--- config.mk ---
export PLATFORM = sky130hd
export DESIGN_NAME = calculator_language_tokenizer_core
export DESIGN_NICKNAME = d
export VERILOG_FILES = /design/src/rtl/clt_pkg.sv /design/src/rtl/calculator_language_tokenizer_core.sv /design/src/rtl/clt_step.sv /design/src/rtl/clt_out_queue.sv
export SDC_FILE = /design/constraint.sdc
export NUM_CORES = 1
export LEC_CHECK = 0
export ABC_AREA = 0
export BUFFER_PORTS_ARGS = -buffer_cell sky130_fd_sc_hd__buf_4
export CAP_MARGIN = 20
export CORE_UTILIZATION = 50
export CTS_CLUSTER_SIZE = 16
export DETAILED_ROUTE_END_ITERATION = 12
export GPL_ROUTABILITY_DRIVEN = 0
export PLACE_DENSITY = 0.71
export SYNTH_ARGS = -nofsm -noshare
export SYNTH_HDL_FRONTEND = slang
export SYNTH_HIERARCHICAL = 1
export SYNTH_SLANG_ARGS = --single-unit
--- constraint.sdc ---
create_clock -name clk -period 18.9 [get_ports clk]
set_input_delay 3.78 -clock clk [delete_from_list [all_inputs] [get_ports clk]]
set_output_delay 3.78 -clock clk [all_outputs]
set_load 0.01 [all_outputs]
--- src/rtl/clt_pkg.sv ---
`timescale 1ns / 1ps

package clt_pkg;

	// Scan phase of the tokenizer
	typedef enum logic [2:0] {
		PH_IDLE,
		PH_WORD,
		PH_NUM,
		PH_COLON,
		PH_LESS,
		PH_GREATER,
		PH_EQUAL,
		PH_HALT
	} phase_t;

	// Token kinds as seen on the result channel
	typedef enum logic [4:0] {
		K_EOF,
		K_READ,
		K_WRITE,
		K_DO,
		K_OD,
		K_IF,
		K_FI,
		K_CHECK,
		K_IDENT,
		K_LITERAL,
		K_PLUS,
		K_MINUS,
		K_STAR,
		K_SLASH,
		K_LPAREN,
		K_RPAREN,
		K_ASSIGN,
		K_NE,
		K_LE,
		K_LT,
		K_GE,
		K_GT,
		K_EQ,
		K_ERROR
	} kind_t;

	// One token
	typedef struct packed {
		kind_t       kind;
		logic [31:0] start;
		logic [7:0]  length;
		logic        last;
	} result_t;

	// Up to two tokens caused by one request
	typedef struct packed {
		logic    two;
		result_t first;
		result_t second;
	} res_pair_t;

	// Character codes
	localparam logic [7:0] CH_UNDERSCORE = "_";
	localparam logic [7:0] CH_EQUALS     = "=";
	localparam logic [7:0] CH_GREATER    = ">";
	localparam logic [7:0] CH_COLON      = ":";
	localparam logic [7:0] CH_LESS       = "<";
	localparam logic [7:0] CH_PLUS       = "+";
	localparam logic [7:0] CH_MINUS      = "-";
	localparam logic [7:0] CH_STAR       = "*";
	localparam logic [7:0] CH_SLASH      = "/";
	localparam logic [7:0] CH_LPAREN     = "(";
	localparam logic [7:0] CH_RPAREN     = ")";
	localparam logic [7:0] CH_SPACE      = " ";

	// Keywords, first character in the low byte
	localparam logic [31:0] KW_READ  = {"d", "a", "e", "r"};
	localparam logic [39:0] KW_WRITE = {"e", "t", "i", "r", "w"};
	localparam logic [15:0] KW_DO    = {"o", "d"};
	localparam logic [15:0] KW_OD    = {"d", "o"};
	localparam logic [15:0] KW_IF    = {"f", "i"};
	localparam logic [15:0] KW_FI    = {"i", "f"};
	localparam logic [39:0] KW_CHECK = {"k", "c", "e", "h", "c"};

	function automatic logic is_letter(input logic [7:0] c);
		return (c >= "a" && c <= "z") || (c >= "A" && c <= "Z");
	endfunction

	function automatic logic is_digit(input logic [7:0] c);
		return c >= "0" && c <= "9";
	endfunction

	// Blank, tab, line feed, vertical tab, form feed, carriage return
	function automatic logic is_space(input logic [7:0] c);
		return c == CH_SPACE || (c >= 8'd9 && c <= 8'd13);
	endfunction

endpackage

--- src/rtl/calculator_language_tokenizer_core.sv ---
`timescale 1ns / 1ps
// A request is held in the input register until the token queue has room, then scanned;
// its tokens are pushed into the queue, whose head is offered on out_valid.
// Throughput: one request per cycle while the queue is not full, set by the single-pass
// scan step; a request that yields two tokens offers them on the result port one by one.
// Input stalls only while the two-entry token queue is full.
// Reset: arst_n clears scan state, stream position, input register valid bit and token queue pointers.

module calculator_language_tokenizer_core import clt_pkg::*; #(
	parameter int MAX_TOKEN_LENGTH = 255,
	parameter int POSITION_WIDTH   = 32
) (
	input  logic        clk,
	input  logic        arst_n,
	input  logic        in_valid,
	output logic        in_ready,
	input  logic        req_type,
	input  logic [7:0]  data_byte,
	output logic        out_valid,
	input  logic        out_ready,
	output logic [4:0]  token_kind,
	output logic [31:0] token_start,
	output logic [7:0]  token_length,
	output logic        last_of_run
);

	logic       v_s1, eoi_s1;
	logic [7:0] byte_s1;
	logic       q_full, advance, any;
	res_pair_t  pair;
	result_t    head_res;

	assign advance  = v_s1 && !q_full;
	assign in_ready = !v_s1 || !q_full;

	// Input register: hold the request until the queue has room
	always_ff @(posedge clk or negedge arst_n) begin
		if (!arst_n) begin
			v_s1 <= 1'b0;
		end else if (in_valid && in_ready) begin
			v_s1 <= 1'b1;
		end else if (advance) begin
			v_s1 <= 1'b0;
		end
	end

	always_ff @(posedge clk) begin
		if (in_valid && in_ready) begin
			eoi_s1  <= req_type;
			byte_s1 <= data_byte;
		end
	end

	clt_step #(
		.MAX_TOKEN_LENGTH(MAX_TOKEN_LENGTH),
		.POSITION_WIDTH  (POSITION_WIDTH)
	) u_step (
		.clk   (clk),
		.arst_n(arst_n),
		.go    (advance),
		.eoi   (eoi_s1),
		.ch    (byte_s1),
		.pair  (pair),
		.any   (any)
	);

	clt_out_queue u_queue (
		.clk      (clk),
		.arst_n   (arst_n),
		.push     (advance && any),
		.push_pair(pair),
		.full     (q_full),
		.out_valid(out_valid),
		.out_ready(out_ready),
		.head_res (head_res)
	);

	// Drive the result port from the queue head
	assign token_kind   = head_res.kind;
	assign token_start  = head_res.start;
	assign token_length = head_res.length;
	assign last_of_run  = head_res.last;

endmodule

--- src/rtl/clt_step.sv ---
`timescale 1ns / 1ps

module clt_step import clt_pkg::*; #(
	parameter int MAX_TOKEN_LENGTH = 255,
	parameter int POSITION_WIDTH   = 32
) (
	input  logic       clk,
	input  logic       arst_n,
	input  logic       go,
	input  logic       eoi,
	input  logic [7:0] ch,
	output res_pair_t  pair,
	output logic       any
);

	localparam int LEN_W  = $clog2(MAX_TOKEN_LENGTH + 1);
	localparam int LEN_XW = (LEN_W > 8) ? LEN_W : 8;
	localparam int POS_XW = (POSITION_WIDTH > 32) ? POSITION_WIDTH : 32;
	localparam logic [LEN_W-1:0] LEN_MAX = LEN_W'(MAX_TOKEN_LENGTH);

	phase_t                    phase_q, phase_d;
	logic [39:0]               prefix_q, prefix_d;
	logic [LEN_W-1:0]          len_q, len_d;
	logic [POSITION_WIDTH-1:0] start_q, start_d;
	logic [POSITION_WIDTH-1:0] pos_q, pos_d;

	logic [LEN_XW-1:0] len_x;
	logic [7:0]        len_sat;
	logic [POS_XW-1:0] start_x, pos_x;
	logic [31:0]       start32, pos32;
	kind_t             kw_kind;

	logic    e1, e2, rescan, do_append, do_begin;
	phase_t  begin_phase;
	result_t ra, rb;

	// Saturate the reported length and fit positions to the port
	assign len_x   = LEN_XW'(len_q);
	assign len_sat = (len_x > LEN_XW'(255)) ? 8'hFF : len_x[7:0];
	assign start_x = POS_XW'(start_q);
	assign pos_x   = POS_XW'(pos_q);
	assign start32 = start_x[31:0];
	assign pos32   = pos_x[31:0];

	// Keyword match at exact length
	always_comb begin
		priority if (len_q == LEN_W'(4) && prefix_q[31:0] == KW_READ) kw_kind = K_READ;
		else if (len_q == LEN_W'(5) && prefix_q == KW_WRITE) kw_kind = K_WRITE;
		else if (len_q == LEN_W'(2) && prefix_q[15:0] == KW_DO) kw_kind = K_DO;
		else if (len_q == LEN_W'(2) && prefix_q[15:0] == KW_OD) kw_kind = K_OD;
		else if (len_q == LEN_W'(2) && prefix_q[15:0] == KW_IF) kw_kind = K_IF;
		else if (len_q == LEN_W'(2) && prefix_q[15:0] == KW_FI) kw_kind = K_FI;
		else if (len_q == LEN_W'(5) && prefix_q == KW_CHECK) kw_kind = K_CHECK;
		else kw_kind = K_IDENT;
	end

	// Next state and tokens for one request
	always_comb begin
		phase_d     = phase_q;
		prefix_d    = prefix_q;
		len_d       = len_q;
		start_d     = start_q;
		pos_d       = pos_q;
		e1          = 1'b0;
		e2          = 1'b0;
		rescan      = 1'b0;
		do_append   = 1'b0;
		do_begin    = 1'b0;
		begin_phase = PH_IDLE;
		ra          = '{kind: K_IDENT, start: start32, length: len_sat, last: 1'b0};
		rb          = '{kind: K_EOF, start: pos32, length: 8'd1, last: 1'b1};

		if (go && phase_q != PH_HALT) begin
			if (eoi) begin
				// Flush the pending token, then end of file unless a lone colon or equals halts
				unique case (phase_q)
					PH_WORD: begin
						e1      = 1'b1;
						ra.kind = kw_kind;
					end
					PH_NUM: begin
						e1      = 1'b1;
						ra.kind = K_LITERAL;
					end
					PH_LESS: begin
						e1        = 1'b1;
						ra.kind   = K_LT;
						ra.length = 8'd1;
					end
					PH_GREATER: begin
						e1        = 1'b1;
						ra.kind   = K_GT;
						ra.length = 8'd1;
					end
					PH_COLON, PH_EQUAL: begin
						e1        = 1'b1;
						ra.kind   = K_ERROR;
						ra.length = 8'd1;
						phase_d   = PH_HALT;
					end
					PH_IDLE, PH_HALT: begin
					end
				endcase
				if (phase_q != PH_COLON && phase_q != PH_EQUAL) begin
					e2        = 1'b1;
					rb.kind   = K_EOF;
					rb.length = 8'd0;
					phase_d   = PH_IDLE;
					prefix_d  = '0;
					len_d     = '0;
				end
			end else begin
				pos_d = pos_q + POSITION_WIDTH'(1);
				unique case (phase_q)
					PH_IDLE: rescan = 1'b1;
					PH_WORD: begin
						if (is_letter(ch) || is_digit(ch) || ch == CH_UNDERSCORE) begin
							do_append = 1'b1;
						end else begin
							e1      = 1'b1;
							ra.kind = kw_kind;
							rescan  = 1'b1;
						end
					end
					PH_NUM: begin
						if (is_digit(ch)) begin
							do_append = 1'b1;
						end else begin
							e1      = 1'b1;
							ra.kind = K_LITERAL;
							rescan  = 1'b1;
						end
					end
					PH_LESS: begin
						e1 = 1'b1;
						priority if (ch == CH_GREATER) begin
							ra.kind   = K_NE;
							ra.length = 8'd2;
							phase_d   = PH_IDLE;
						end else if (ch == CH_EQUALS) begin
							ra.kind   = K_LE;
							ra.length = 8'd2;
							phase_d   = PH_IDLE;
						end else begin
							ra.kind   = K_LT;
							ra.length = 8'd1;
							rescan    = 1'b1;
						end
					end
					PH_GREATER: begin
						e1 = 1'b1;
						if (ch == CH_EQUALS) begin
							ra.kind   = K_GE;
							ra.length = 8'd2;
							phase_d   = PH_IDLE;
						end else begin
							ra.kind   = K_GT;
							ra.length = 8'd1;
							rescan    = 1'b1;
						end
					end
					PH_COLON, PH_EQUAL: begin
						e1 = 1'b1;
						if (ch == CH_EQUALS) begin
							ra.kind   = (phase_q == PH_COLON) ? K_ASSIGN : K_EQ;
							ra.length = 8'd2;
							phase_d   = PH_IDLE;
						end else begin
							// Lone colon or equals: drop this character and halt
							ra.kind   = K_ERROR;
							ra.length = 8'd1;
							phase_d   = PH_HALT;
						end
					end
					PH_HALT: begin
					end
				endcase

				// Scan the character as the start of a new token
				if (rescan) begin
					phase_d = PH_IDLE;
					priority if (is_space(ch)) begin
					end else if (is_letter(ch)) begin
						do_begin    = 1'b1;
						begin_phase = PH_WORD;
					end else if (is_digit(ch)) begin
						do_begin    = 1'b1;
						begin_phase = PH_NUM;
					end else begin
						unique case (ch)
							CH_PLUS: begin
								e2      = 1'b1;
								rb.kind = K_PLUS;
							end
							CH_MINUS: begin
								e2      = 1'b1;
								rb.kind = K_MINUS;
							end
							CH_STAR: begin
								e2      = 1'b1;
								rb.kind = K_STAR;
							end
							CH_SLASH: begin
								e2      = 1'b1;
								rb.kind = K_SLASH;
							end
							CH_LPAREN: begin
								e2      = 1'b1;
								rb.kind = K_LPAREN;
							end
							CH_RPAREN: begin
								e2      = 1'b1;
								rb.kind = K_RPAREN;
							end
							CH_COLON: begin
								do_begin    = 1'b1;
								begin_phase = PH_COLON;
							end
							CH_LESS: begin
								do_begin    = 1'b1;
								begin_phase = PH_LESS;
							end
							CH_GREATER: begin
								do_begin    = 1'b1;
								begin_phase = PH_GREATER;
							end
							CH_EQUALS: begin
								do_begin    = 1'b1;
								begin_phase = PH_EQUAL;
							end
							default: begin
								// Unknown character
								e2      = 1'b1;
								rb.kind = K_ERROR;
								phase_d = PH_HALT;
							end
						endcase
					end
				end

				// Extend the current word or number
				if (do_append) begin
					for (int k = 0; k < 5; k++) begin
						if (len_q == LEN_W'(k)) prefix_d[8*k +: 8] = ch;
					end
					if (len_q != LEN_MAX) len_d = len_q + LEN_W'(1);
				end

				// Open a new token at this position
				if (do_begin) begin
					phase_d  = begin_phase;
					prefix_d = {32'd0, ch};
					len_d    = LEN_W'(1);
					start_d  = pos_q;
				end
			end
		end
	end

	// Order the tokens: pending one first
	always_comb begin
		pair.two         = e1 && e2;
		pair.first       = e1 ? ra : rb;
		pair.first.last  = !(e1 && e2);
		pair.second      = rb;
		pair.second.last = 1'b1;
		any              = e1 || e2;
	end

	// Scan state
	always_ff @(posedge clk or negedge arst_n) begin
		if (!arst_n) begin
			phase_q  <= PH_IDLE;
			prefix_q <= '0;
			len_q    <= '0;
			start_q  <= '0;
			pos_q    <= '0;
		end else begin
			phase_q  <= phase_d;
			prefix_q <= prefix_d;
			len_q    <= len_d;
			start_q  <= start_d;
			pos_q    <= pos_d;
		end
	end

	a_halt_sticks: assert property (@(posedge clk) disable iff (!arst_n)
		phase_q == PH_HALT |=> phase_q == PH_HALT)
		else $error("halted tokenizer left halt");

	a_halt_frozen: assert property (@(posedge clk) disable iff (!arst_n)
		phase_q == PH_HALT |=> $stable(pos_q) && $stable(start_q))
		else $error("position moved while halted");

	a_tokens_need_go: assert property (@(posedge clk) disable iff (!arst_n)
		any |-> go && phase_q != PH_HALT)
		else $error("token produced without a request");

endmodule

--- src/rtl/clt_out_queue.sv ---
`timescale 1ns / 1ps

module clt_out_queue import clt_pkg::*; (
	input  logic        clk,
	input  logic        arst_n,
	input  logic        push,
	input  res_pair_t   push_pair,
	output logic        full,
	output logic        out_valid,
	input  logic        out_ready,
	output result_t     head_res
);

	res_pair_t   slot_q [2];
	logic        wr_ptr_q, rd_ptr_q, sel_q;
	logic [1:0]  cnt_q;
	res_pair_t   head;
	logic        pop_res, pop_entry;

	assign full      = cnt_q == 2'd2;
	assign out_valid = cnt_q != 2'd0;
	assign head      = slot_q[rd_ptr_q];
	assign head_res  = sel_q ? head.second : head.first;
	assign pop_res   = out_valid && out_ready;
	assign pop_entry = pop_res && (sel_q || !head.two);

	// Store a token pair
	always_ff @(posedge clk) begin
		if (push) slot_q[wr_ptr_q] <= push_pair;
	end

	// Advance pointers, count and the token select within a pair
	always_ff @(posedge clk or negedge arst_n) begin
		if (!arst_n) begin
			wr_ptr_q <= 1'b0;
			rd_ptr_q <= 1'b0;
			sel_q    <= 1'b0;
			cnt_q    <= 2'd0;
		end else begin
			if (push) wr_ptr_q <= !wr_ptr_q;
			if (pop_entry) rd_ptr_q <= !rd_ptr_q;
			if (pop_entry) sel_q <= 1'b0;
			else if (pop_res) sel_q <= 1'b1;
			cnt_q <= cnt_q + {1'b0, push} - {1'b0, pop_entry};
		end
	end

	a_no_overflow: assert property (@(posedge clk) disable iff (!arst_n)
		push |-> !full)
		else $error("token pair written into a full queue");

	a_count_range: assert property (@(posedge clk) disable iff (!arst_n)
		cnt_q != 2'd3)
		else $error("queue count out of range");

	a_sel_on_pair: assert property (@(posedge clk) disable iff (!arst_n)
		sel_q |-> out_valid && head.two)
		else $error("second token selected from a single-token entry");

endmodule

* After elaboration in Yosys (flattened, before gate mapping)
Memory sizes are Yosys's and may differ from the RTL's. Index checks and enable logic that the tools add are counted. Widths: inputs -> output; s select.
Storage, ports and cells: bits in registers 130, latch bits 0, bits in writable memories 184, ROM bits 0, logic and storage cells 234, memories 1
Memory list:
- u_queue.slot_q | depth 2, width 92, rd ports 1, clocked after memory_dff 0, write ports 1, RTL line clt_out_queue.sv:14 | res_pair_t slot_q [2];
Operators by class: $add $sub $neg 4, multiply operators 0, divide/modulo/power cells 0, magnitude comparators 9, eq/ne operators 37, shift operators 0, muxes and demuxes 106, bitwise logic cells 1, reduce and logical (&&, ||, !) cells 60
Operators by type and width (count):
- $mux 40 | 4
- $mux 8 | 17
- $mux 46 | 2
- $eq 8x6->1 const B | 11
- $mux 5 | 17
- $eq 40x39->1 const B | 2
- $eq 16x15->1 const B | 4
- $mux 3 | 17
- $pmux 5 s5 | 2
- $mux 1 | 38
- $pmux 5 s7 | 1
- $add 32x1->32 const B | 1
- $eq 32x31->1 const B | 1
- $reduce_and 4->1 | 6
- $reduce_bool 3->1 | 7
- $logic_and 1x1->1 | 19
- $eq 8x2->1 const B | 2
- $eq 8x3->1 const B | 2
- $ge 8x7->1 const B | 2
- $le 8x7->1 const B | 2
- $pmux 8 s2 | 1
- $pmux 3 s4 | 1
- $reduce_or 10->1 | 1
- $eq 3x3->1 const B | 3
- 37 further kinds | 54

* Depth between registers and ports, before layout
depth in word-level cells 16, mapped depth 14, mapped depth without buffers 12

* Cells and area by module
Netlist, hierarchy kept.
Modules (own cells, without submodules):
- clt_out_queue | instances 1, cells an instance 272, area an instance 7028.0 sq um, seq. area each 5710.5 sq um
- clt_step | instances 1, cells an instance 628, area an instance 6503.7 sq um, seq. area each 2877.8 sq um
- calculator_language_tokenizer_core | instances 1, cells an instance 15, area an instance 330.3 sq um, seq. area each 295.3 sq um

* Least setup slack after synthesis
OpenSTA, ideal clock, no wires.
path kind register to register, from register byte_s1[5], to memory u_queue/slot_q[0][0] in the netlist's numbering, enable pin, setup time 0.556 ns, arrival 6.454 ns, required time 18.344 ns, slack 11.889 ns, cell stages (with the launch flop) 11, period minus slack after synthesis 7.011 ns, cells stage by stage edfxtp_1 > buf_6 > and4bb_4 > and2_4 > or4_4 > or3_1 > o21a_1 > clkbuf_1 > nand2_1 > and3b_1 > nor2b_1
Between the ends: cells in the longest elaborated chain, start to end 16, elaborated cells between the ends (all ways) 44, classes of those cells order compare (8); eq/ne (6); mux (19); reduce/logical (11)
RTL lines:
- start, declared | RTL line calculator_language_tokenizer_core.sv:28 | logic [7:0] byte_s1;
- start signal, assigned | RTL line calculator_language_tokenizer_core.sv:50 | byte_s1 <= data_byte;
- $ge 8x7->1 or $le 8x7->1 (tied branches) | RTL line clt_pkg.sv:84 | return (c >= "a" && c <= "z") || (c >= "A" && c <= "Z");
- $logic_and 1x1->1 | RTL line clt_pkg.sv:84
- $logic_or 1x1->1 | RTL line clt_pkg.sv:84
- $logic_or 1x1->1 (2 in a row) | RTL line clt_step.sv:117 | if (is_letter(ch) || is_digit(ch) || ch == CH_UNDERSCORE) begin
- $mux 1 | RTL line clt_step.sv:117
- $pmux 1 s5 | RTL line clt_step.sv:114 | unique case (phase_q)
- $mux 1 | RTL line clt_step.sv:74 | if (eoi) begin
- $mux 1 | RTL line clt_step.sv:73 | if (go && phase_q != PH_HALT) begin
- $mux 1 | RTL line clt_step.sv:180 | if (rescan) begin
- $mux 1 | RTL line clt_step.sv:74
- $mux 1 | RTL line clt_step.sv:73
- $logic_or 1x1->1 (*) | RTL line clt_step.sv:267 | any = e1 || e2;
- via any | RTL line calculator_language_tokenizer_core.sv:29 | logic q_full, advance, any;
- $logic_and 1x1->1 (*) | RTL line calculator_language_tokenizer_core.sv:70 | .push (advance && any),
- $mux 1 (*) | RTL line clt_out_queue.sv:29 | if (push) slot_q[wr_ptr_q] <= push_pair;
- $mux 1 (implied by the code) (*) | RTL line clt_out_queue.sv:29
- end, declared | RTL line clt_out_queue.sv:14
The timed path passes the listed nets; every way through them passes the cells marked *. The select of a mux whose other input is x is not followed.

* Final worst setup path
from register u_queue.rd_ptr_q, to output token_start[28]
Between the ends: cells in the longest elaborated chain, start to end 2
RTL lines:
- start, declared | RTL line clt_out_queue.sv:15 | logic wr_ptr_q, rd_ptr_q, sel_q;
- start signal, assigned | RTL line clt_out_queue.sv:41 | if (pop_entry) rd_ptr_q <= !rd_ptr_q;
- $mem_v2 2x92
- $mux 46 | RTL line clt_out_queue.sv:23 | assign head_res = sel_q ? head.second : head.first;
- end, declared | RTL line calculator_language_tokenizer_core.sv:22 | output logic [31:0] token_start,
Every way passes these cells.

==> impl_metrics.yaml <==
sta:
  fin_crit_sh: 0.329
  finalHoldViolCount: 0
  slew_headroom: 0.361
  rsz0062_at_grt: "false"
  slew_violations: 0
  min_period_ns: 6.21
  tightest_slew_ns: 0.958
  fin_skew_ns: 0.0217
  max_clock_freq_mhz: 161
  worst_slack_ns: 12.69
  final-setup-viol-count: 0
  tns_ns: 0
worst_setup_path:
  critical_path.max_fanout: 49
  r2r_slack_ns: 14.34
  path_class: "register to output pin"
  r2r-end: "u_queue/slot_q[1][49]"
  rr_worst_depth: 10
  cp-start-kind: "register"
  cp.required_ns: 15.12
  end_kind: "output pin"
  r2r-start: "byte_s1[2]"
  cp.arrival_ns: 2.43
clock_tree:
  clk_path_buf_depth: 3
  cts.htree.levels: 1
  numCtsBuffers: 31
  cts_setup_buffers: 0
  cts.clk_slew.worst_paths_ns: 0.06
  cts-resized-gates: 0
  cts_root_buf: "clkbuf_16"
  insertion_delay_ns: 0.56
  cts_tree: "built"
  cts_hold_buf: 0
  cts.sinks: 316
synth:
  synth_cell_types: 84
  yosys_warnings: 6
  avgSynthCellArea_um2: 15.1
  syn-cell-area_mm2: 0.0139
  synth_area_leaders: "edfxtp_1, dfrtp_1, mux4_2"
  synth_ff_type: "edfxtp_1"
  synthArstFlopShare: 0.383
  syn_inst: 915
  synth_seq_cells: 316
  synth_edf_count: 195
  synth_top_area_cell: "edfxtp_1"
  ys_seq_area_frac: 0.641
  synth_top_cell_area_share: 0.422
drt:
  ant_nets: 0
  drc: 0
  drt_iter0_drc: 527
  vias: 7707
  postRouteWirelength_mm: 25.8
  drt-pass1-iter-count: 5
  drt-vias-per-instance: 5.63
  wl_per_cell_um: 18.8
run:
  drv_cap: 0
floorplanning:
  fp.dieW_um: 169
  io_pins: 61
  dieHeight_um: 169
  design.core.area_mm2: 0.0271
  start_util: 0.511
  die_area_mm2: 0.0284
  fp-row-count: 60
placed_design:
  place_hpwl_mm: 16.9
  place_area_mm2: 0.0145
  dp_slack_ns: 13.22
  port_buffers: 60
global_route:
  grt_pass1_wl_mm: 42.0
  grt_util_all_layers: 0.187
  grt_pass1_vias: 7750
  grt_max_degree: 65
  antenna_found_initial: 0
  grt_overflow: 0
layout:
  final_util: 0.578
  design_area_mm2: 0.0157
  final_layout_size_suffix_gt1_frac: 0.258
  diodes: 0
  syn2layout_area_growth_pct: 13.0
  nets: 992
  fillCellCount: 2078
worst_hold_path:
  holdPathEnd: "u_step/prefix_q[31]"
  hold_depth: 1
  min_path_type: "register to register"
  min_from: "u_step/prefix_q[31]"
power:
  total_power_mw: 2.39
  p_leak_nw: 6.02
  p_per_area_mw_per_mm2: 153
  vdd_drop_max_v: 0.0000752
status:
  outcome: "completed"
area by class of cell:
cell class / instances / area (um^2) / area share
Clock buffer: 36 / 795 / 0.0507
Clock inverter: 22 / 313 / 0.0200
Inverter: 22 / 82.6 / 0.00527
Multi-Input combinational cell: 529 / 4570 / 0.292
Sequential cell: 316 / 8890 / 0.567
Tap cell: 372 / 465 / 0.0297
Timing Repair Buffer: 73 / 548 / 0.0350
how the worst max path moves through the flow:
stage | to | start | slack [ns] | cells after the start
3_5_place_dp | token_start[25] | u_queue/rd_ptr_q | 13.22 | 2
4_1_cts | token_start[28] | u_queue/rd_ptr_q | 12.61 | 2
6_report | token_start[28] | u_queue/rd_ptr_q | 12.69 | 2
2_1_floorplan | u_queue/slot_q[0][0] | byte_s1[5] | 11.89 | 10
3_3_place_gp | token_start[9] | u_queue/rd_ptr_q | 13.26 | 2
5_1_grt | token_start[28] | u_queue/rd_ptr_q | 12.52 | 2
cell usage after synthesis, types with 3 or more instances:
cell type  instances
nor2_1            26
nand4_1           11
and3_1            16
nand2b_1           6
or3_1              4
o21ai_0           16
a21boi_1           4
edfxtp_1         195
clkbuf_1          16
nand3_1           29
a31oi_1            5
a21oi_1           15
nor3_1            19
ha_1               6
a211o_1            4
buf_4             14
mux2i_1            8
nand2_1           52
nor4_1             5
nand3b_1           3
and4_1             4
xor2_1             9
dfrtp_1          121
a21o_1             6
nor2b_1           20
nor4bb_1           3
mux4_2            46
and2_1            15
o31ai_1            3
a22o_1            26
mux2_2            68
nand4b_1           7
xnor2_1           25
buf_2             13
buf_6              7
inv_1             22
or3b_2             3
o211ai_1           3
cells by family after synthesis:
kind of cell	Yosys count	share of synthesized area
AOI/OAI and AO/OA	111	0.0591
muxes	125	0.139
and+or+nand+nor	245	0.102
xor gates and xnor gates	34	0.0215
DFF	316	0.641
buffers and inverters	76	0.0318
other	2	0.000542
adders and majority gates	6	0.00542
worst max-delay path, stage by stage, from the launching register on:
cell and delay, ns:
dfrtp_4 1.05, mux4_2 0.63, buf_4 0.16
state kept, by name, summed over array words and instances, names as in the netlist:
name and count:
u_queue/wr_ptr_q 1, u_queue/slot_q 186, u_step/pos32 32, u_step/len_q 8
u_step/start32 32, u_queue/sel_q 1, u_step/prefix_q 40, v_s1 1
u_queue/rd_ptr_q 1, u_queue/cnt_q 2, eoi_s1 1, byte_s1 8
u_step/phase_q 3
cells in the final DEF (no fill, tap or decap), types with 19 or more instances in the layout:
master,netlist,final
a22o_1,26,26
mux2_2,68,68
mux4_2,46,46
nand2_1,52,52
nand3_1,29,29
inv_1,22,22
nor2_1,26,26
clkbuf_16,0,31
edfxtp_1,195,195
nor2b_1,20,19
nor3_1,19,19
buf_4,14,73
dfrtp_1,121,119
xnor2_1,25,25
routing by layer:
layer	track usage	up-vias	part of all wire
met5	0	-	0
met4	0.0506	0	0.018
met3	0.0243	39	0.041
met2	0.314	196	0.48
met1	0.260	3869	0.46
li1	-	3603	-
where the power goes:
part           internal, mW  switching [mW]
combinational         0.327           0.337
clock                 0.409           0.251
sequential            0.940           0.125
metrics by stage:
step | hold slack [ns] | std cells
finish | 0.478 | 1370
detailed placement | 0.466 | 1311
CTS | 0.481 | 1369
global placement | 0.460 | 1311
global route | 0.513 | 1370
floorplan | 0.443 | 921
Note: power is estimated with default switching activity, not from simulation.
